`src/sv/lru_pkg.sv`:
```
// Shared constants, types and sequencer states for the LRU page replacement unit.
// No dependencies; every other file in this block imports this package.
package lru_pkg;

  // Sizing of the frame table and the counters.
  localparam int FRAMES     = 16;
  localparam int PAGE_BITS  = 16;
  localparam int STAMP_BITS = 32;
  localparam int FAULT_BITS = 32;
  localparam int IDX_W      = (FRAMES > 1) ? $clog2(FRAMES) : 1;

  // Fixed port widths.
  localparam int CFG_W  = 5;
  localparam int SLOT_W = 4;
  localparam int EVP_W  = 16;

  localparam logic [CFG_W-1:0]      CFG_RESET = CFG_W'(16);
  localparam logic [STAMP_BITS-1:0] STAMP_MAX = '1;
  localparam logic [FAULT_BITS-1:0] FAULT_MAX = '1;

  // Sequencer states.
  typedef enum logic [1:0] {
    ST_IDLE,
    ST_SCAN,
    ST_UPDATE,
    ST_OUT
  } lru_state_t;

  // Control from the sequencer to the scan unit.
  typedef struct packed {
    logic clear;
    logic step;
  } scan_ctl_t;

  // What the scan unit has found so far.
  typedef struct packed {
    logic                 match_now;
    logic                 hit_found;
    logic [IDX_W-1:0]     hit_idx;
    logic                 empty_found;
    logic [IDX_W-1:0]     empty_idx;
    logic [IDX_W-1:0]     best_idx;
    logic [PAGE_BITS-1:0] best_page;
  } scan_res_t;

  // One write into the frame table.
  typedef struct packed {
    logic                  we;
    logic [IDX_W-1:0]      idx;
    logic [PAGE_BITS-1:0]  page;
    logic [STAMP_BITS-1:0] stamp;
  } store_wr_t;

endpackage

```
`src/sv/lru_page_replacement_unit.sv`:
```
// LRU page replacement unit, top level: sequencer, counters and result register.
// Depends on lru_pkg, lru_store and lru_scan.
//
// Usage:
//   Input channel (in_valid, in_stall, in_page) carries one page reference per
//   transfer. Result channel (out_valid, out_stall, out_*) returns one result
//   per reference: hit flag, frame used, evicted page, fault total and the
//   stamp saturation flag. cfg_we/cfg_wdata write frames_in_use while idle.
// Timing:
//   A reference is taken only when the unit is idle. The frames in use are
//   scanned one per cycle, stopping early on a hit. An update state follows,
//   then the result is shown. The next reference is taken the cycle after the
//   result transfer at the earliest, so a new reference is not taken before
//   the result of the last one has been transferred.
// Reset:
//   All frames empty, counters zero, frames_in_use = 16.
// Stall:
//   While out_stall is high the result holds and no new reference is taken.
module lru_page_replacement_unit import lru_pkg::*; (
  input  logic                  clk,
  input  logic                  rst_n,
  input  logic                  cfg_we,
  input  logic [CFG_W-1:0]      cfg_wdata,
  input  logic                  in_valid,
  output logic                  in_stall,
  input  logic [PAGE_BITS-1:0]  in_page,
  output logic                  out_valid,
  input  logic                  out_stall,
  output logic                  out_hit,
  output logic [SLOT_W-1:0]     out_slot,
  output logic                  out_evicted_valid,
  output logic [EVP_W-1:0]      out_evicted_page,
  output logic [FAULT_BITS-1:0] out_fault_total,
  output logic                  out_stamp_saturated
);

  lru_state_t state_r, state_nxt;

  logic [CFG_W-1:0]      cfg_r;
  logic [IDX_W-1:0]      idx_r;
  logic [IDX_W-1:0]      last_idx;
  logic [PAGE_BITS-1:0]  page_r;
  logic [STAMP_BITS-1:0] use_cnt_r, use_cnt_nxt;
  logic [FAULT_BITS-1:0] fault_cnt_r, fault_cnt_nxt;

  logic                  hit_r;
  logic [IDX_W-1:0]      slot_r;
  logic                  ev_valid_r;
  logic [PAGE_BITS-1:0]  ev_page_r;

  logic                  rd_valid;
  logic [PAGE_BITS-1:0]  rd_page;
  logic [STAMP_BITS-1:0] rd_stamp;
  scan_ctl_t             scan_ctl;
  scan_res_t             scan_res;
  store_wr_t             store_wr;

  logic                  upd_miss;
  logic                  upd_evict;
  logic [IDX_W-1:0]      upd_slot;

  // Configuration register.
  always_ff @(posedge clk) begin
    if (!rst_n) begin
      cfg_r <= CFG_RESET;
    end else if (cfg_we) begin
      cfg_r <= cfg_wdata;
    end
  end

  // Last frame searched: a count of zero acts as one, a count above the table as its size.
  always_comb begin
    priority if (cfg_r == '0) begin
      last_idx = '0;
    end else if (int'(cfg_r) > FRAMES) begin
      last_idx = IDX_W'(FRAMES - 1);
    end else begin
      last_idx = IDX_W'(cfg_r - CFG_W'(1));
    end
  end

  // Next state.
  always_comb begin
    state_nxt = state_r;
    unique case (state_r)
      ST_IDLE: begin
        if (in_valid) begin
          state_nxt = ST_SCAN;
        end
      end
      ST_SCAN: begin
        if (scan_res.match_now || (idx_r == last_idx)) begin
          state_nxt = ST_UPDATE;
        end
      end
      ST_UPDATE: begin
        state_nxt = ST_OUT;
      end
      ST_OUT: begin
        if (!out_stall) begin
          state_nxt = ST_IDLE;
        end
      end
      default: begin
        state_nxt = ST_IDLE;
      end
    endcase
  end

  always_ff @(posedge clk) begin
    if (!rst_n) begin
      state_r <= ST_IDLE;
    end else begin
      state_r <= state_nxt;
    end
  end

  // Choice of frame and eviction, settled in the update cycle.
  assign upd_miss  = !scan_res.hit_found;
  assign upd_evict = upd_miss && !scan_res.empty_found;
  always_comb begin
    priority if (scan_res.hit_found) begin
      upd_slot = scan_res.hit_idx;
    end else if (scan_res.empty_found) begin
      upd_slot = scan_res.empty_idx;
    end else begin
      upd_slot = scan_res.best_idx;
    end
  end

  // Saturating counters.
  assign use_cnt_nxt   = (use_cnt_r == STAMP_MAX) ? use_cnt_r : use_cnt_r + 1'b1;
  assign fault_cnt_nxt = (upd_miss && (fault_cnt_r != FAULT_MAX)) ?
                         fault_cnt_r + 1'b1 : fault_cnt_r;

  // Sequencer outputs.
  always_comb begin
    in_stall       = (state_r != ST_IDLE);
    out_valid      = (state_r == ST_OUT);
    scan_ctl.clear = (state_r == ST_IDLE);
    scan_ctl.step  = (state_r == ST_SCAN);
    store_wr.we    = (state_r == ST_UPDATE);
    store_wr.idx   = upd_slot;
    store_wr.page  = page_r;
    store_wr.stamp = use_cnt_nxt;
  end

  // Scan pointer and the referenced page.
  always_ff @(posedge clk) begin
    if (!rst_n) begin
      idx_r <= '0;
    end else if (state_r == ST_IDLE) begin
      idx_r <= '0;
    end else if (state_r == ST_SCAN) begin
      idx_r <= idx_r + 1'b1;
    end
  end

  always_ff @(posedge clk) begin
    if ((state_r == ST_IDLE) && in_valid) begin
      page_r <= in_page;
    end
  end

  // Counters update once per reference, in the update cycle; the fault count rises only on a miss.
  always_ff @(posedge clk) begin
    if (!rst_n) begin
      use_cnt_r   <= '0;
      fault_cnt_r <= '0;
    end else if (state_r == ST_UPDATE) begin
      use_cnt_r   <= use_cnt_nxt;
      fault_cnt_r <= fault_cnt_nxt;
    end
  end

  // Result register, held through a stalled transfer.
  always_ff @(posedge clk) begin
    if (state_r == ST_UPDATE) begin
      hit_r      <= scan_res.hit_found;
      slot_r     <= upd_slot;
      ev_valid_r <= upd_evict;
      ev_page_r  <= upd_evict ? scan_res.best_page : '0;
    end
  end

  assign out_hit             = hit_r;
  assign out_slot            = SLOT_W'(slot_r);
  assign out_evicted_valid   = ev_valid_r;
  assign out_evicted_page    = EVP_W'(ev_page_r);
  assign out_fault_total     = fault_cnt_r;
  assign out_stamp_saturated = (use_cnt_r == STAMP_MAX);

  lru_store u_store (
    .clk      (clk),
    .rst_n    (rst_n),
    .rd_idx   (idx_r),
    .wr       (store_wr),
    .rd_valid (rd_valid),
    .rd_page  (rd_page),
    .rd_stamp (rd_stamp)
  );

  lru_scan u_scan (
    .clk      (clk),
    .rst_n    (rst_n),
    .ctl      (scan_ctl),
    .idx      (idx_r),
    .page     (page_r),
    .rd_valid (rd_valid),
    .rd_page  (rd_page),
    .rd_stamp (rd_stamp),
    .res      (scan_res)
  );

  // A hit never reports an evicted page.
  a_hit_no_evict: assert property (@(posedge clk) disable iff (!rst_n)
    (out_valid && out_hit) |-> (!out_evicted_valid && (out_evicted_page == '0)))
    else $error("hit result reports an eviction");

  // The unit never takes a reference while a result is waiting.
  a_no_overlap: assert property (@(posedge clk) disable iff (!rst_n)
    !in_stall |-> !out_valid)
    else $error("input ready while result pending");

  // The fault total never goes down.
  a_fault_mono: assert property (@(posedge clk) disable iff (!rst_n)
    1'b1 |=> (fault_cnt_r >= $past(fault_cnt_r)))
    else $error("fault count decreased");

  // Once saturated, the stamp counter stays saturated.
  a_stamp_sticky: assert property (@(posedge clk) disable iff (!rst_n)
    out_stamp_saturated |=> out_stamp_saturated)
    else $error("stamp saturation flag dropped");

  // The frame used lies inside the frames in use.
  a_slot_range: assert property (@(posedge clk) disable iff (!rst_n)
    out_valid |-> (slot_r <= last_idx))
    else $error("result frame outside the frames in use");

endmodule

```
`src/sv/lru_store.sv`:
```
// Frame table: page number, use stamp and valid bit for every frame.
// Depends on lru_pkg. One read port at the scan index, one write port.
module lru_store import lru_pkg::*; (
  input  logic                  clk,
  input  logic                  rst_n,
  input  logic [IDX_W-1:0]      rd_idx,
  input  store_wr_t             wr,
  output logic                  rd_valid,
  output logic [PAGE_BITS-1:0]  rd_page,
  output logic [STAMP_BITS-1:0] rd_stamp
);

  logic [FRAMES-1:0]     valid_r;
  logic [PAGE_BITS-1:0]  page_mem [FRAMES];
  logic [STAMP_BITS-1:0] stamp_mem [FRAMES];

  // Valid bits are cleared at reset; a frame becomes valid when first filled.
  always_ff @(posedge clk) begin
    if (!rst_n) begin
      valid_r <= '0;
    end else if (wr.we) begin
      valid_r[wr.idx] <= 1'b1;
    end
  end

  // Page and stamp contents hold no reset value; they are read only while valid.
  always_ff @(posedge clk) begin
    if (wr.we) begin
      page_mem[wr.idx]  <= wr.page;
      stamp_mem[wr.idx] <= wr.stamp;
    end
  end

  // The frame under the scan pointer.
  assign rd_valid = valid_r[rd_idx];
  assign rd_page  = page_mem[rd_idx];
  assign rd_stamp = stamp_mem[rd_idx];

endmodule

```
`src/sv/lru_scan.sv`:
```
// Scan unit: one shared page compare and stamp compare, applied to one frame a cycle.
// Depends on lru_pkg. Tracks the first hit, the first empty frame and the oldest frame.
module lru_scan import lru_pkg::*; (
  input  logic                  clk,
  input  logic                  rst_n,
  input  scan_ctl_t             ctl,
  input  logic [IDX_W-1:0]      idx,
  input  logic [PAGE_BITS-1:0]  page,
  input  logic                  rd_valid,
  input  logic [PAGE_BITS-1:0]  rd_page,
  input  logic [STAMP_BITS-1:0] rd_stamp,
  output scan_res_t             res
);

  logic                  hit_found_r;
  logic [IDX_W-1:0]      hit_idx_r;
  logic                  empty_found_r;
  logic [IDX_W-1:0]      empty_idx_r;
  logic [IDX_W-1:0]      best_idx_r;
  logic [PAGE_BITS-1:0]  best_page_r;
  logic [STAMP_BITS-1:0] best_stamp_r;

  logic page_eq;
  logic stamp_lt;
  logic take_best;

  // The shared comparators. The first frame always seeds the oldest-frame search;
  // a strict compare keeps ties on the lowest index.
  assign page_eq   = rd_valid && (rd_page == page);
  assign stamp_lt  = rd_stamp < best_stamp_r;
  assign take_best = (idx == '0) || stamp_lt;

  // Flags for the hit and the first empty frame.
  always_ff @(posedge clk) begin
    if (!rst_n) begin
      hit_found_r   <= 1'b0;
      empty_found_r <= 1'b0;
    end else if (ctl.clear) begin
      hit_found_r   <= 1'b0;
      empty_found_r <= 1'b0;
    end else if (ctl.step) begin
      if (page_eq && !hit_found_r) begin
        hit_found_r <= 1'b1;
      end
      if (!rd_valid && !empty_found_r) begin
        empty_found_r <= 1'b1;
      end
    end
  end

  // Indices and the oldest frame's stamp and page.
  always_ff @(posedge clk) begin
    if (ctl.step) begin
      if (page_eq && !hit_found_r) begin
        hit_idx_r <= idx;
      end
      if (!rd_valid && !empty_found_r) begin
        empty_idx_r <= idx;
      end
      if (take_best) begin
        best_idx_r   <= idx;
        best_page_r  <= rd_page;
        best_stamp_r <= rd_stamp;
      end
    end
  end

  assign res.match_now   = page_eq;
  assign res.hit_found   = hit_found_r;
  assign res.hit_idx     = hit_idx_r;
  assign res.empty_found = empty_found_r;
  assign res.empty_idx   = empty_idx_r;
  assign res.best_idx    = best_idx_r;
  assign res.best_page   = best_page_r;

endmodule

```
`config.mk`:
```
export PLATFORM = sky130hd
export DESIGN_NAME = lru_page_replacement_unit
export DESIGN_NICKNAME = d
export VERILOG_FILES = /design/src/sv/lru_pkg.sv /design/src/sv/lru_page_replacement_unit.sv /design/src/sv/lru_store.sv /design/src/sv/lru_scan.sv
export SDC_FILE = /design/constraint.sdc
export NUM_CORES = 1
export LEC_CHECK = 0
export BUFFER_PORTS_ARGS = -buffer_cell sky130_fd_sc_hd__buf_2
export CAP_MARGIN = 20
export CORE_ASPECT_RATIO = 0.8
export CORE_MARGIN = 4
export CORE_UTILIZATION = 40
export DETAILED_ROUTE_END_ITERATION = 6
export RECOVER_POWER = 25
export SETUP_SLACK_MARGIN = 0.5
export SKIP_LAST_GASP = 1
export SYNTH_ARGS = -nofsm -noshare
export SYNTH_HDL_FRONTEND = slang
export SYNTH_HIERARCHICAL = 1
export SYNTH_SLANG_ARGS = --single-unit
```
`constraint.sdc`:
```
create_clock -name clk -period 13.6 [get_ports clk]
set_input_delay 0.68 -clock clk [delete_from_list [all_inputs] [get_ports clk]]
set_output_delay 0.68 -clock clk [all_outputs]
set_load 0.005 [all_outputs]
```
==> impl_metrics.json <==
{
  "min_from": "in_page[0]",
  "critPathCaptureType": "flop",
  "drv_cap": 6,
  "die_w_um": 352.5,
  "setup_slack_ns": 6.601,
  "avgSynthCellArea_um2": 18.49,
  "grt_pass1_wl_um": 132700,
  "cp-start-kind": "flop",
  "ff2ff_path_depth": 11,
  "final_cells": 3510,
  "min_path_type": "in -> reg",
  "cts_buffer_depth": 3,
  "dpl_worst_slack_ns": 7.485,
  "cts_root_buf": "clkbuf_16",
  "clkSlewWorstSetupHoldPaths_ns": 0.06,
  "setup.worst_path.class": "reg -> reg",
  "synth_top_family_by_area": "multiplexers",
  "gp_congestion": 0.7849,
  "finalHoldViolations": 0,
  "routed_via_density": 5.630,
  "wire_per_inst_um": 25.32,
  "path_buf_inv": 2,
  "numClockSinks": 959,
  "diodes": 0,
  "outcome": "finished, violations left",
  "muxShareOfSynthArea_pct": 12.10,
  "required_ns": 13.87,
  "maxSlewViolCount": 236,
  "yosysSeqAreaShare_pct": 73.39,
  "cts_hold_buf": 0,
  "cts_resized": 0,
  "cp.depth": 11,
  "cts_buffers": 97,
  "crit_family": "buffers and inverters",
  "arrival_ns": 7.27,
  "synth-edff-count": 866,
  "synthFlopType": "edfxtp_1",
  "r2r_end": "u_scan/best_page_r[8]",
  "synth_compound_area_share_pct": 3.493,
  "grt_pass1_vias": 20410,
  "core_area_um2": 93590,
  "drtIter0Drc": 1871,
  "slew_headroom_pct": -120.6,
  "p_leak_nw": 13.83,
  "start_util_pct": 40.57,
  "layout-drive-gt1-share_pct": 21.00,
  "final_cell_area_um2": 43230,
  "r2r_slack_ns": 6.60,
  "ir_drop_uv": 111.8,
  "postRouteAntennaNets": 0,
  "clk_latency_ns": 0.65,
  "hpwl_um": 48050,
  "place_inst": 3312,
  "area_growth_syn_to_layout_pct": 13.85,
  "row_count": 100,
  "vias": 19760,
  "remaining_drc_errors": 0,
  "violations": "max-capacitance violations, max-slew violations",
  "dr.pass1.iters": 6,
  "yosysUniqueCellTypes": 66,
  "power_density_nw_per_um2": 165.8,
  "die_h_um": 283.6,
  "antenna_found_initial": 0,
  "syn_area_um2": 37970,
  "groute.usage.overall_pct": 17.55,
  "synth_xor_area_share_pct": 2.307,
  "synthArstFlopShare_pct": 0,
  "syn_inst": 2053,
  "cts_setup_buffers": 0,
  "cts_tree": "yes",
  "synth_nets": 2118,
  "ys_ff_latch": 959,
  "cp_max_fo": 52,
  "cpMostUsedCell": "nand2_1",
  "fin_nets": 2267,
  "finalCriticalPeriod_ns": 6.999,
  "tns_ns": 0,
  "yosys.area_share.adder_pct": 1.285,
  "rsz0062_at_grt": "false",
  "skew_ns": 0.02591,
  "grt-ovfl-total": 0,
  "worstHoldEndpoint": "page_r[0]",
  "worst_pin_slew_ns": 3.308,
  "power_mw": 7.166,
  "drt_wl_total_um": 88880,
  "die-area_um2": 99950,
  "min_delay_path_depth": 1,
  "ys_warn_count": 6,
  "worstPathCellList": "clkbuf_1, mux4_2, a22oi_1, nand2_1, ha_1, nand2_1, nor2_1, a211oi_1, o2111ai_1, o21ai_4, buf_4",
  "timing.fmax_mhz": 142.9,
  "slowest_stage": "clkbuf_1",
  "ctsHtreeMaxLevel": 3,
  "r2r-start": "idx_r[0]",
  "setup_violations": 0,
  "yosys.area_share.simple_pct": 5.480,
  "io_pins": 83,
  "placed_area_um2": 39910,
  "io_buffer_count": 82,
  "cpPeakStageDelay_ns": 2.14,
  "post-route-period-util_pct": 51.46,
  "grt_max_degree": 122
}
[sequential cells by signal, summed over array words and instances, names as in the netlist, 4 cells and up]
name,count
page_r,16
out_slot,4
u_scan/hit_idx_r,4
use_cnt_r,32
u_store/valid_r,16
u_scan/empty_idx_r,4
u_store/stamp_mem,512
u_scan/best_idx_r,4
out_evicted_page,16
u_scan/best_page_r,16
u_scan/best_stamp_r,32
u_store/page_mem,256
out_fault_total,32
idx_r,4
cfg_r,5
[per-stage QoR]
| stage | util [%] | hold slack, ns |
|---|---|---|
| final | 46.19 | 0.2054 |
| after global routing | 46.19 | 0.1569 |
| after CTS | 46.20 | 0.1559 |
| after detailed placement | 42.64 | 0.4524 |
| after global placement | 42.61 | 0.4404 |
| after floorplan | - | 0.4354 |
[worst max-delay path by stage]
stage / from / slack, ns / to
floorplan: idx_r[1] / 6.59 / u_scan/best_idx_r[0]
global placement: idx_r[0] / 7.53 / u_scan/best_page_r[0]
detailed placement: idx_r[0] / 7.48 / u_scan/best_page_r[0]
CTS: idx_r[0] / 7.48 / u_scan/best_page_r[12]
global route: idx_r[0] / 5.79 / u_scan/best_page_r[12]
finish: idx_r[0] / 6.60 / u_scan/best_page_r[8]
[synthesized netlist by cell type (6+ instances only)]
| master | count | area [µm²] |
|---|---|---|
| o21ai_0 | 16 | 80.08 |
| buf_4 | 11 | 82.58 |
| buf_6 | 14 | 157.7 |
| xor2_1 | 52 | 455.4 |
| nor2_1 | 92 | 345.3 |
| a21oi_1 | 29 | 145.1 |
| nor3_1 | 20 | 100.1 |
| mux4_2 | 196 | 4414 |
| and4_1 | 12 | 105.1 |
| inv_1 | 43 | 161.4 |
| nand2_1 | 123 | 461.7 |
| xnor2_1 | 48 | 420.4 |
| ha_1 | 39 | 488.0 |
| and2_1 | 26 | 162.7 |
| mux2i_1 | 17 | 170.2 |
| buf_2 | 21 | 105.1 |
| edfxtp_1 | 866 | 26000 |
| nand2b_1 | 7 | 43.79 |
| clkbuf_1 | 48 | 180.2 |
| nand3_1 | 39 | 195.2 |
| nor2b_1 | 6 | 37.54 |
| a22oi_1 | 99 | 743.2 |
| nor4_1 | 7 | 43.79 |
| dfxtp_1 | 93 | 1862 |
| o21a_1 | 20 | 150.1 |
| and3_1 | 16 | 100.1 |
| nand4_1 | 34 | 212.7 |
[routing by layer]
metal / global-route usage (%) / vias to the layer above / share of wire [%]
met5: 0 / - / 0
met4: 3.743 / 0 / 1.8
met2: 27.64 / 616 / 46
met1: 26.15 / 10500 / 46
li1: - / 8522 / -
met3: 2.596 / 120 / 5.7
[final cells by class]
type                       instances  area [µm²]
multi-input combinational        950        9489
timing repair buffer             149       835.8
clock inverter                    67       772.0
fill                            7921       50360
clock buffer                     116        2562
tap                             1224        1531
sequential                       959       27870
inverter                          45       170.2
[power breakdown]
| group | leakage [nW] | internal (mW) | switching (mW) |
|---|---|---|---|
| registers | 8.68 | 3.50 | 0.105 |
| clock network | 1.63 | 1.65 | 1.11 |
| logic | 3.52 | 0.294 | 0.507 |
[placed cells by master, fill, tap and decap left out, types with 17 or more instances in the layout]
master,count
nand2_1,123
buf_2,46
o21a_1,20
xnor2_1,47
nor3_1,17
clkinv_1,20
mux2i_1,17
dfxtp_1,93
xor2_1,52
buf_4,54
clkbuf_16,100
a21oi_1,29
ha_1,39
edfxtp_1,866
a22oi_1,99
mux4_2,196
clkbuf_1,64
inv_1,44
nor2_1,79
clkinv_2,24
nand3_1,39
nand4_1,35
[worst register-to-register path, delay by kind of cell (launching register included)]
| family | cells | cell delay [ns] |
|---|---|---|
| and+or+nand+nor | 3 | 0.32 |
| adders and majority gates | 1 | 0.36 |
| muxes | 1 | 0.78 |
| AOI/OAI and AO/OA | 4 | 0.81 |
| DFF | 1 | 1.49 |
| buffers and inverters | 2 | 2.81 |
[cells by family after synthesis]
logic type / Yosys count
AOI/OAI and AO/OA: 187
adders and majority gates: 39
buffers and inverters: 144
xor gates and xnor gates: 100
and+or+nand+nor: 410
DFF: 959
muxes: 214
Power figures use the tool's default switching activity.
